$ cat config.mk
export PLATFORM = sky130hd
export DESIGN_NAME = smbus_master_transaction_sequencer_top
export DESIGN_NICKNAME = d
export VERILOG_FILES = /design/src/rtl/core/smbms_pkg.sv /design/src/rtl/core/smbms_step.sv /design/src/rtl/core/smbus_master_transaction_sequencer_top.sv
export SDC_FILE = /design/constraint.sdc
export NUM_CORES = 1
export LEC_CHECK = 0
export BUFFER_PORTS_ARGS = -buffer_cell sky130_fd_sc_hd__buf_2
export CAP_MARGIN = 20
export CORE_AREA = 2 2 108 110
export DETAILED_ROUTE_END_ITERATION = 8
export DIE_AREA = 0 0 110 112
export PLACE_DENSITY_LB_ADDON = 0.2
export SETUP_SLACK_MARGIN = 0.15
export SYNTH_ARGS = -nofsm -noshare
export SYNTH_HDL_FRONTEND = slang
export SYNTH_SLANG_ARGS = --single-unit
$ cat constraint.sdc
create_clock -name clk -period 4.15 [get_ports clk]
set_input_delay 0.415 -clock clk [delete_from_list [all_inputs] [get_ports clk]]
set_output_delay 0.415 -clock clk [all_outputs]
set_load 0.05 [all_outputs]
$ cat src/rtl/core/smbms_pkg.sv
package smbms_pkg;

    localparam int MAX_RES     = 3;
    localparam int IN_TDATA_W  = 40;
    localparam int OUT_TDATA_W = 16;

    typedef enum logic [1:0] {
        FUNC_REQ   = 2'd0,
        FUNC_WDATA = 2'd1,
        FUNC_EVENT = 2'd2
    } func_t;

    typedef enum logic [1:0] {
        REQ_SEND_BYTE   = 2'd0,
        REQ_BLOCK_WRITE = 2'd1,
        REQ_BLOCK_READ  = 2'd2,
        REQ_ALERT       = 2'd3
    } req_kind_t;

    typedef enum logic [1:0] {
        BUS_OK    = 2'd0,
        BUS_NACK  = 2'd1,
        BUS_ARB   = 2'd2,
        BUS_ERROR = 2'd3
    } bus_result_t;

    typedef enum logic [2:0] {
        OK_ACTION = 3'd0,
        OK_RXBYTE = 3'd1,
        OK_DONE   = 3'd2,
        OK_WANT   = 3'd3,
        OK_COUNT  = 3'd4
    } out_kind_t;

    typedef enum logic [2:0] {
        ACT_START   = 3'd0,
        ACT_SEND    = 3'd1,
        ACT_RX_ACK  = 3'd2,
        ACT_RX_NACK = 3'd3,
        ACT_STOP    = 3'd4
    } bus_action_t;

    typedef enum logic [2:0] {
        ST_NONE     = 3'd0,
        ST_NACK     = 3'd1,
        ST_ARB_LOST = 3'd2,
        ST_BUS_ERR  = 3'd3,
        ST_NO_ALERT = 3'd4
    } status_t;

    typedef enum logic [3:0] {
        PH_IDLE    = 4'd0,
        PH_START_W = 4'd1,
        PH_ADDR_W  = 4'd2,
        PH_CMD     = 4'd3,
        PH_COUNT   = 4'd4,
        PH_WANT    = 4'd5,
        PH_DATA    = 4'd6,
        PH_RSTART  = 4'd7,
        PH_ADDR_R  = 4'd8,
        PH_RXCOUNT = 4'd9,
        PH_RXDATA  = 4'd10,
        PH_A_START = 4'd11,
        PH_A_ADDR  = 4'd12,
        PH_A_RX    = 4'd13
    } phase_t;

    typedef struct packed {
        logic [1:0] func;
        logic [1:0] kind;
        logic [6:0] target_addr;
        logic [7:0] first_byte;
        logic [7:0] write_length;
        logic [7:0] data_byte;
        logic [1:0] bus_result;
    } in_item_t;

    typedef struct packed {
        phase_t     phase;
        logic [1:0] op_kind;
        logic [6:0] saved_addr;
        logic [7:0] saved_command;
        logic [7:0] byte_total;
        logic [7:0] bytes_done;
    } seq_state_t;

    typedef struct packed {
        out_kind_t   out_kind;
        bus_action_t bus_action;
        logic [7:0]  out_byte;
        status_t     status;
        logic        last;
    } result_t;

    typedef result_t [MAX_RES-1:0] res_vec_t;

endpackage

$ cat src/rtl/core/smbms_step.sv
module smbms_step (
    input  smbms_pkg::in_item_t   item,
    input  smbms_pkg::seq_state_t state,
    input  logic [6:0]            alert_addr,
    output smbms_pkg::seq_state_t state_next,
    output smbms_pkg::res_vec_t   res,
    output logic [1:0]            res_count
);
    import smbms_pkg::*;

    function automatic result_t mk(out_kind_t k, bus_action_t a, logic [7:0] b, status_t s);
        result_t r;
        r.out_kind   = k;
        r.bus_action = a;
        r.out_byte   = b;
        r.status     = s;
        r.last       = 1'b0;
        return r;
    endfunction

    logic       is_rx;
    logic [7:0] done_inc;
    logic [8:0] done_inc2;
    status_t    err_st;
    res_vec_t   r;
    logic [1:0] n;

    always_comb
    begin
        state_next = state;
        r          = '0;
        n          = 2'd0;
        is_rx      = (state.phase == PH_RXCOUNT) || (state.phase == PH_RXDATA) ||
                     (state.phase == PH_A_RX);
        done_inc   = state.bytes_done + 8'd1;
        done_inc2  = {1'b0, done_inc} + 9'd1;
        err_st     = status_t'({1'b0, item.bus_result});
        if (((state.phase == PH_A_START) || (state.phase == PH_A_ADDR)) &&
            (item.bus_result == BUS_NACK))
        begin
            err_st = ST_NO_ALERT;
        end

        case (item.func)
            FUNC_REQ:
            begin
                if (state.phase == PH_IDLE)
                begin
                    state_next.op_kind       = item.kind;
                    state_next.saved_command = item.first_byte;
                    state_next.byte_total    = (item.kind == REQ_BLOCK_WRITE) ?
                                               item.write_length : 8'd0;
                    state_next.bytes_done    = 8'd0;
                    if (item.kind == REQ_ALERT)
                    begin
                        state_next.saved_addr = alert_addr;
                        state_next.phase      = PH_A_START;
                    end
                    else
                    begin
                        state_next.saved_addr = item.target_addr;
                        state_next.phase      = PH_START_W;
                    end
                    r[0] = mk(OK_ACTION, ACT_START, 8'd0, ST_NONE);
                    n    = 2'd1;
                end
            end
            FUNC_WDATA:
            begin
                if (state.phase == PH_WANT)
                begin
                    state_next.phase = PH_DATA;
                    r[0] = mk(OK_ACTION, ACT_SEND, item.data_byte, ST_NONE);
                    n    = 2'd1;
                end
            end
            FUNC_EVENT:
            begin
                if (state.phase != PH_IDLE && state.phase != PH_WANT)
                begin
                    if (!is_rx && item.bus_result != BUS_OK)
                    begin
                        // abort: stop, then done with the error status
                        r[0] = mk(OK_ACTION, ACT_STOP, 8'd0, ST_NONE);
                        r[1] = mk(OK_DONE, ACT_START, 8'd0, err_st);
                        n    = 2'd2;
                        state_next.phase = PH_IDLE;
                    end
                    else
                    begin
                        case (state.phase)
                            PH_START_W:
                            begin
                                state_next.phase = PH_ADDR_W;
                                r[0] = mk(OK_ACTION, ACT_SEND, {state.saved_addr, 1'b0}, ST_NONE);
                                n    = 2'd1;
                            end
                            PH_ADDR_W:
                            begin
                                state_next.phase = PH_CMD;
                                r[0] = mk(OK_ACTION, ACT_SEND, state.saved_command, ST_NONE);
                                n    = 2'd1;
                            end
                            PH_CMD:
                            begin
                                if (state.op_kind == REQ_BLOCK_WRITE)
                                begin
                                    state_next.phase = PH_COUNT;
                                    r[0] = mk(OK_ACTION, ACT_SEND, state.byte_total, ST_NONE);
                                    n    = 2'd1;
                                end
                                else if (state.op_kind == REQ_BLOCK_READ)
                                begin
                                    state_next.phase = PH_RSTART;
                                    r[0] = mk(OK_ACTION, ACT_START, 8'd0, ST_NONE);
                                    n    = 2'd1;
                                end
                                else
                                begin
                                    r[0] = mk(OK_ACTION, ACT_STOP, 8'd0, ST_NONE);
                                    r[1] = mk(OK_DONE, ACT_START, 8'd0, ST_NONE);
                                    n    = 2'd2;
                                    state_next.phase = PH_IDLE;
                                end
                            end
                            PH_COUNT, PH_DATA:
                            begin
                                if (state.phase == PH_DATA)
                                begin
                                    state_next.bytes_done = done_inc;
                                end
                                if (((state.phase == PH_DATA) ? done_inc : state.bytes_done)
                                    == state.byte_total)
                                begin
                                    r[0] = mk(OK_ACTION, ACT_STOP, 8'd0, ST_NONE);
                                    r[1] = mk(OK_DONE, ACT_START, 8'd0, ST_NONE);
                                    n    = 2'd2;
                                    state_next.phase = PH_IDLE;
                                end
                                else
                                begin
                                    state_next.phase = PH_WANT;
                                    r[0] = mk(OK_WANT, ACT_START, 8'd0, ST_NONE);
                                    n    = 2'd1;
                                end
                            end
                            PH_RSTART, PH_A_START:
                            begin
                                state_next.phase = (state.phase == PH_RSTART) ?
                                                   PH_ADDR_R : PH_A_ADDR;
                                r[0] = mk(OK_ACTION, ACT_SEND, {state.saved_addr, 1'b1}, ST_NONE);
                                n    = 2'd1;
                            end
                            PH_ADDR_R:
                            begin
                                state_next.phase = PH_RXCOUNT;
                                r[0] = mk(OK_ACTION, ACT_RX_ACK, 8'd0, ST_NONE);
                                n    = 2'd1;
                            end
                            PH_A_ADDR:
                            begin
                                state_next.phase = PH_A_RX;
                                r[0] = mk(OK_ACTION, ACT_RX_NACK, 8'd0, ST_NONE);
                                n    = 2'd1;
                            end
                            PH_RXCOUNT:
                            begin
                                state_next.byte_total = item.data_byte;
                                state_next.bytes_done = 8'd0;
                                r[0] = mk(OK_COUNT, ACT_START, item.data_byte, ST_NONE);
                                if (item.data_byte == 8'd0)
                                begin
                                    r[1] = mk(OK_ACTION, ACT_STOP, 8'd0, ST_NONE);
                                    r[2] = mk(OK_DONE, ACT_START, 8'd0, ST_NONE);
                                    n    = 2'd3;
                                    state_next.phase = PH_IDLE;
                                end
                                else
                                begin
                                    state_next.phase = PH_RXDATA;
                                    r[1] = mk(OK_ACTION,
                                              (item.data_byte == 8'd1) ? ACT_RX_NACK : ACT_RX_ACK,
                                              8'd0, ST_NONE);
                                    n    = 2'd2;
                                end
                            end
                            PH_RXDATA:
                            begin
                                state_next.bytes_done = done_inc;
                                r[0] = mk(OK_RXBYTE, ACT_START, item.data_byte, ST_NONE);
                                if (done_inc == state.byte_total)
                                begin
                                    r[1] = mk(OK_ACTION, ACT_STOP, 8'd0, ST_NONE);
                                    r[2] = mk(OK_DONE, ACT_START, 8'd0, ST_NONE);
                                    n    = 2'd3;
                                    state_next.phase = PH_IDLE;
                                end
                                else
                                begin
                                    // nack the byte that will be the last one
                                    r[1] = mk(OK_ACTION,
                                              (done_inc2 == {1'b0, state.byte_total}) ?
                                              ACT_RX_NACK : ACT_RX_ACK,
                                              8'd0, ST_NONE);
                                    n    = 2'd2;
                                end
                            end
                            PH_A_RX:
                            begin
                                r[0] = mk(OK_ACTION, ACT_STOP, 8'd0, ST_NONE);
                                r[1] = mk(OK_DONE, ACT_START, {1'b0, item.data_byte[7:1]},
                                          ST_NONE);
                                n    = 2'd2;
                                state_next.phase = PH_IDLE;
                            end
                            default:
                            begin
                                n = 2'd0;
                            end
                        endcase
                    end
                end
            end
            default:
            begin
                n = 2'd0;
            end
        endcase

        for (int i = 0; i < MAX_RES; i++)
        begin
            r[i].last = (n == 2'(i + 1));
        end
        res       = r;
        res_count = n;
    end

endmodule

$ cat src/rtl/core/smbus_master_transaction_sequencer_top.sv
// Channel  | Dir | tdata (low bit up)                                   | tuser    | tlast
// s_axis   | in  | kind, target_addr, first_byte, write_length,         | func     | -
//          |     | data_byte, bus_result, 5 zero bits                   |          |
// m_axis   | out | bus_action, out_byte, status, 2 zero bits            | out_kind | last
// cfg      | in  | cfg_wr_en / cfg_wr_data = alert_response_addr        | -        | -
//
// One input beat is decoded in the cycle it is accepted; its zero to three result beats
// sit in a three-entry result buffer and leave one per cycle from the next cycle on.
// An item with one result allows a new input beat every cycle; an item with n results
// holds s_axis_tready low until only its last result is left.
// Reset (rst_n low, asynchronous) returns the sequencer to idle, empties the buffer
// and sets alert_response_addr to 12.
// A stall on m_axis holds the buffer and, once it is not draining, stalls s_axis.
module smbus_master_transaction_sequencer_top (
    input  logic                                  clk,
    input  logic                                  rst_n,
    input  logic                                  cfg_wr_en,
    input  logic [6:0]                            cfg_wr_data,
    input  logic                                  s_axis_tvalid,
    output logic                                  s_axis_tready,
    // kind, target_addr, first_byte, write_length, data_byte, bus_result, zero pad
    input  logic [smbms_pkg::IN_TDATA_W-1:0]      s_axis_tdata,
    // func
    input  logic [1:0]                            s_axis_tuser,
    output logic                                  m_axis_tvalid,
    input  logic                                  m_axis_tready,
    // bus_action, out_byte, status, zero pad
    output logic [smbms_pkg::OUT_TDATA_W-1:0]     m_axis_tdata,
    // out_kind
    output logic [2:0]                            m_axis_tuser,
    output logic                                  m_axis_tlast
);
    import smbms_pkg::*;

    logic [6:0] alert_addr_reg;
    seq_state_t state_reg;
    seq_state_t state_next;
    in_item_t   item;
    res_vec_t   res;
    logic [1:0] res_count;
    res_vec_t   buf_reg;
    logic [1:0] rd_reg;
    logic [1:0] cnt_reg;
    result_t    head;
    logic       in_fire;
    logic       out_fire;

    assign item.func         = s_axis_tuser;
    assign item.kind         = s_axis_tdata[1:0];
    assign item.target_addr  = s_axis_tdata[8:2];
    assign item.first_byte   = s_axis_tdata[16:9];
    assign item.write_length = s_axis_tdata[24:17];
    assign item.data_byte    = s_axis_tdata[32:25];
    assign item.bus_result   = s_axis_tdata[34:33];

    smbms_step u_step (
        .item       (item),
        .state      (state_reg),
        .alert_addr (alert_addr_reg),
        .state_next (state_next),
        .res        (res),
        .res_count  (res_count)
    );

    // take a new beat once the buffer is empty or its final entry leaves now
    assign s_axis_tready = (cnt_reg == 2'd0) || ((cnt_reg == 2'd1) && m_axis_tready);
    assign in_fire       = s_axis_tvalid && s_axis_tready;
    assign m_axis_tvalid = (cnt_reg != 2'd0);
    assign out_fire      = m_axis_tvalid && m_axis_tready;

    assign head          = buf_reg[rd_reg];
    assign m_axis_tdata  = {2'b00, head.status, head.out_byte, head.bus_action};
    assign m_axis_tuser  = head.out_kind;
    assign m_axis_tlast  = head.last;

    always_ff @(posedge clk or negedge rst_n)
    begin
        if (!rst_n)
        begin
            alert_addr_reg <= 7'd12;
        end
        else if (cfg_wr_en)
        begin
            alert_addr_reg <= cfg_wr_data;
        end
    end

    always_ff @(posedge clk or negedge rst_n)
    begin
        if (!rst_n)
        begin
            state_reg.phase         <= PH_IDLE;
            state_reg.op_kind       <= 2'd0;
            state_reg.saved_addr    <= 7'd0;
            state_reg.saved_command <= 8'd0;
            state_reg.byte_total    <= 8'd0;
            state_reg.bytes_done    <= 8'd0;
            rd_reg                  <= 2'd0;
            cnt_reg                 <= 2'd0;
        end
        else if (in_fire)
        begin
            state_reg <= state_next;
            rd_reg    <= 2'd0;
            cnt_reg   <= res_count;
        end
        else if (out_fire)
        begin
            rd_reg  <= rd_reg + 2'd1;
            cnt_reg <= cnt_reg - 2'd1;
        end
    end

    always_ff @(posedge clk)
    begin
        if (in_fire)
        begin
            buf_reg <= res;
        end
    end

endmodule

### Word-level counts from Yosys, hierarchy flattened

Index checks and enable logic that the tools add are counted.

* bits in registers: 102
* latch bits: 0
* memory bits (writable): 0
* memory bits (read-only): 0
* word-level logic and storage cells: 157
* memories: 0

* add/sub/neg operators: 4
* multipliers: 0
* divide/modulo/power cells: 0
* magnitude comparators: 1
* eq/ne operators: 37
* shift operators: 0
* multiplexer cells: 58
* bitwise logic cells: 2
* reductions and logical operators: 30

Operator list (number)
* $pmux 18 s10: 1
* $pmux 18 s5: 1
* $mux 17: 5
* $mux 18: 4
* $pmux 18 s2: 2
* $mux 15: 3
* $pmux 4 s10: 1
* $mux 37: 1
* $bmux 18 s2: 1
* $mux 35: 1
* $mux 16: 2
* $pmux 16 s2: 1
* $mux 4: 7
* $eq 4x4->1 const B: 6
* $mux 8: 3
* $pmux 8 s3: 1
* $mux 2: 9
* $eq 4x3->1 const B: 4
* $eq 8x8->1: 2
* $mux 13: 1
* $eq 2x1->1 const B: 6
* $mux 3: 4
* $ne 12x7->1 const B: 1
* $pmux 2 s6: 1
* 36 further kinds: 64

### Longest topological paths before layout

* depth after elaboration: 9
* gate-level depth with buffers: 11

### By module

Synthesis repeated with hierarchy kept, for this count alone.

* cell total of the unflattened synthesis: 673
* area total of the unflattened synthesis: 6688.9 um2

Modules (own cells, without submodules)
* smbus_master_transaction_sequencer_top: instances 1, cells each 239, area an instance 3938.8 um2, seq. area each 2825.2 um2
* smbms_step: instances 1, cells each 434, area an instance 2750.1 um2, seq. area each 0.0 um2

### Worst setup path before layout

Ideal clock, no wire load.

* path type: reg-to-reg
* start point: register cnt_reg[0]
* end point: register state_reg[4] (netlist bit)
* library setup time: 96 ps
* data arrival time: 3265 ps
* data required time: 4054 ps
* path slack: 790 ps
* stages on the path, launching flop included: 10
* path through: dfrtp_1 -> inv_1 -> ha_1 -> a21o_1 -> and2_1 -> clkbuf_1 -> o221a_2 -> o21ai_1 -> or3_1 -> o31ai_1

* cells in the longest elaborated chain, start to end: 5
* elaborated cells between the ends (all ways): 6
* classes of those cells: 1 x eq/ne; 5 x reduce/logical

Ends and longest elaborated chain
* start: declaration: RTL line smbus_master_transaction_sequencer_top.sv:43 `logic [1:0] cnt_reg;`
* start signal: assignment: RTL line smbus_master_transaction_sequencer_top.sv:105 `cnt_reg <= res_count;`
* start signal: assignment: RTL line smbus_master_transaction_sequencer_top.sv:110 `cnt_reg <= cnt_reg - 2'd1;`
* $eq 2x1->1: RTL line smbus_master_transaction_sequencer_top.sv:66 `assign s_axis_tready = (cnt_reg == 2'd0) || ((cnt_reg == 2'd1) && m_axis_tready);`
* $logic_and 1x1->1: RTL line smbus_master_transaction_sequencer_top.sv:66
* $logic_or 1x1->1 *: RTL line smbus_master_transaction_sequencer_top.sv:66
* net s_axis_tready: RTL line smbus_master_transaction_sequencer_top.sv:20 `output logic s_axis_tready,`
* $logic_and 1x1->1 *: RTL line smbus_master_transaction_sequencer_top.sv:67 `assign in_fire = s_axis_tvalid && s_axis_tready;`
* net in_fire: RTL line smbus_master_transaction_sequencer_top.sv:45 `logic in_fire;`
* $reduce_and 6->1 (no line) *
* end signal: assignment: RTL line smbus_master_transaction_sequencer_top.sv:103 `state_reg <= state_next;`
* end: declaration: RTL line smbus_master_transaction_sequencer_top.sv:36 `seq_state_t state_reg;`

The timed path passes the listed nets; every way through them passes the cells marked *.
A chain may end at the register's enable or synchronous reset.

### Final worst setup path

* start point: register state_reg[0] (netlist bit)
* end point: register state_reg[34] (netlist bit)

* cells in the longest elaborated chain, start to end: 4

Ends and longest elaborated chain
* $add 8x1->8: RTL line smbms_step.sv:35 `done_inc = state.bytes_done + 8'd1;`
* $eq 8x8->1: RTL line smbms_step.sv:191 `if (done_inc == state.byte_total)`
* $ne 4x4->1 (no line)
* $reduce_and 7->1 (no line)

No other way between the ends.

==> impl_results.md <==
* Status: finished clean
* Clk slew on worst S/H paths at 0.06 ns
* Clock latency on the worst-skew pair at 0.35 ns
* Max reg flops at 37
* First drt pass iteration count at 5
* Diode count at 0
* Share of layout cells above drive strength 1 at 0.199
* Avg WL per Cell at 19.2 µm
* Netlist cell types at 73
* FFs w/ async S/R, synth at 0.600
* Port bufs at 68
* RSZ-0062 raised after global routing: false
* Num rows at 39
* Hold Buf Count CTS at 0
* Fmax at 326 MHz
* CTS root buf: clkbuf_16
* Vias per cell at 6.03
* Largest net degree at the start of global routing at 49
* Slew headroom at 0.267
* Clock sinks at 80
* Critical Path AT at 3.31 ns
* Via Count at 4670
* IO Count at 76
* Worst setup margin at 1.08 ns
* Worst Setup Start Kind: register
* Vias in the first global route at 4237
* CTS buffer count at 9
* Post-Syn Area per Cell at 9.15 µm²
* First-pass GRT wire length at 23400 µm
* Crit. End Element: register
* Sequential element share of the synthesized area at 0.411
* Post-synth EDFFs at 32
* Final TNS setup at 0 ns
* Post-route ant nets at 0
* Worst setup path class: register to register
* Area grow syn2layout at 13.2%
* GRT Overall Usage at 0.252
* Min-delay worst type: input pin to async pin
* Main flop type after synthesis: dfrtp_1
* Worst slack at placement at 1.22 ns
* Final Hold Fails at 0
* Seq cells post-synth at 80
* Total global routing overflow at 0
* Final worst path period need at 3.07 ns
* Worst Max-Slew Pin Slew at 1.10 ns
* Slew Limit Fails at 0
* H-tree depth at 3
* Met1 usage at 0.373
* GRT busiest layer: met1
* Period Utilization, post-route at 0.739
* Clock buffer depth at 2
* Met3 GRT Util at 0.0591
* Maximum VDD drop at 0.475 mV
* Syn. warnings at 0
* Syn Inst Count at 576
* Routability cong. at 0.922
* # Post-CTS Setup Buffers at 0
* Antenna violations before repair at 0
* CTS tree: built
* Crit path max fanout at 11
* Post_cts resized at 0
* Core area at 11200 µm²
* WL final at 14900 µm
* Grt met2 use at 0.367
* Die area at 12300 µm²
* Worst EP required at 4.39 ns
* Post-DP HPWL at 11400 µm
* Nets@finish at 691
* Max-cap violations at 0
* Residual DRC at 0
* P_leak at 2.43 nW
* Starting Density at 0.472
* Mapped Area at 5270 µm²
* Clock skew at 0.0133 ns
* Die width at 110 µm
* Power Dens Cells at 675 nW/µm²
* Die Span Y at 112 µm
* Final setup fails at 0
* DRT iter0 DRCs at 515
==> through the flow <==
step | std cells | area [µm²] | hold slack [ns] | total power, W | utilization
after floorplan | 577 | 5280 | 0.119 | 0.00272 | -
after global placement | 759 | 5680 | 0.469 | 0.00319 | 0.508
after detailed placement | 759 | 5680 | 0.477 | 0.00323 | 0.508
after CTS | 775 | 5970 | 0.203 | 0.00403 | 0.534
after global routing | 775 | 5970 | 0.225 | 0.00428 | 0.534
final | 775 | 5970 | 0.164 | 0.00402 | 0.534
==> layout make-up <==
class                   count  area [µm²]
clock buffers              11         233
clock inverters             5        57.6
fillers                  1074        5210
inverters                  14        52.6
multi-input cells         447        2890
flip-flops and latches     80        2160
well taps                 143         179
repair buffers             75         393
==> synthesized netlist by cell type, types with 3 or more instances <==
master	n	area share
nand4b_1	3	0.0050
nor2b_1	4	0.0047
a211oi_1	3	0.0043
nor3_1	11	0.010
nand3_1	13	0.012
o21ai_1	9	0.0085
and2_1	17	0.020
nor2_1	43	0.031
ha_1	10	0.024
nand2b_1	12	0.014
a21o_1	4	0.0057
mux2_2	17	0.036
or3_1	8	0.0095
a22oi_1	9	0.013
o21ai_0	56	0.053
o21a_1	4	0.0057
inv_1	14	0.010
edfxtp_1	32	0.18
and3_1	11	0.013
clkbuf_1	15	0.011
buf_2	11	0.010
buf_1	4	0.0028
dfrtp_1	46	0.22
o31ai_1	5	0.0071
a31oi_1	11	0.013
a21oi_1	24	0.023
mux2i_1	21	0.040
a222oi_1	7	0.013
nand2_1	64	0.046
nor4_1	5	0.0059
or2_2	6	0.0071
xor2_1	6	0.010
xnor2_1	16	0.027
buf_4	6	0.0085
==> layout by cell type, fill, tap and decap left out, types with 3 or more instances in the layout <==
master     count
a211oi_1       3
a21o_1         4
a21oi_1       24
a222oi_1       7
a22oi_1        9
a31oi_1       11
and2_1        17
and3_1        11
buf_2         68
buf_4          7
clkbuf_16      9
dfrtp_1       46
edfxtp_1      32
ha_1          10
inv_1         14
mux2_2        17
mux2i_1       21
nand2_1       64
nand2b_1      12
nand3_1       13
nand4b_1       3
nor2_1        43
nor2b_1        4
nor3_1        11
nor4_1         5
o21a_1         4
o21ai_0       56
o21ai_1        9
o31ai_1        5
or2_2          6
or3_1          8
xnor2_1       16
xor2_1         6
==> layer usage <==
metal	share of wire	vias up
met5	0	-
met4	0.016	0
met3	0.085	20
met2	0.45	208
met1	0.45	2224
li1	-	2218
==> report_power, final <==
part | total [W] | switching (W) | internal (W) | leakage (nW)
registers | 0.00135 | 0.000275 | 0.00107 | 0.933
logic | 0.00189 | 0.00125 | 0.000632 | 1.35
clock network | 0.000788 | 0.000322 | 0.000466 | 0.143
total | 0.00402 | 0.00185 | 0.00217 | 2.43
==> path summary, 6_finish.rpt <==
path                           startpoint                end  slack [ns]  cells after the start
max                          state_reg[0]      state_reg[34]        1.08                      8
min                                 rst_n          rd_reg[0]        0.16                      2
max reg2reg                  state_reg[0]      state_reg[34]        1.08                      8
min reg2reg                 state_reg[26]      state_reg[26]        0.49                      2
max in group asynchronous           rst_n  alert_addr_reg[1]        3.51                      2
min in group clk           cfg_wr_data[5]  alert_addr_reg[5]        0.30                      2
==> worst max-delay path, stage by stage, from the launching register on <==
cell,delay [ns]
dfrtp_1,0.55
ha_1,0.49
nand3_1,0.27
xnor2_1,0.32
nand4b_1,0.23
a2111oi_0,0.52
o21a_2,0.32
o2111ai_1,0.14
o21a_1,0.12
==> kinds of logic after synthesis <==
family | synth area share
other | 0.000711
AO/OA/AOI/OAI | 0.199
AND/OR/NAND/NOR | 0.210
multiplexers | 0.0762
adder cells (fa/ha/maj) | 0.0237
buffers and inverters | 0.0425
XOR/XNOR | 0.0366
flip-flops | 0.411
Power figures use the tool's default switching activity.
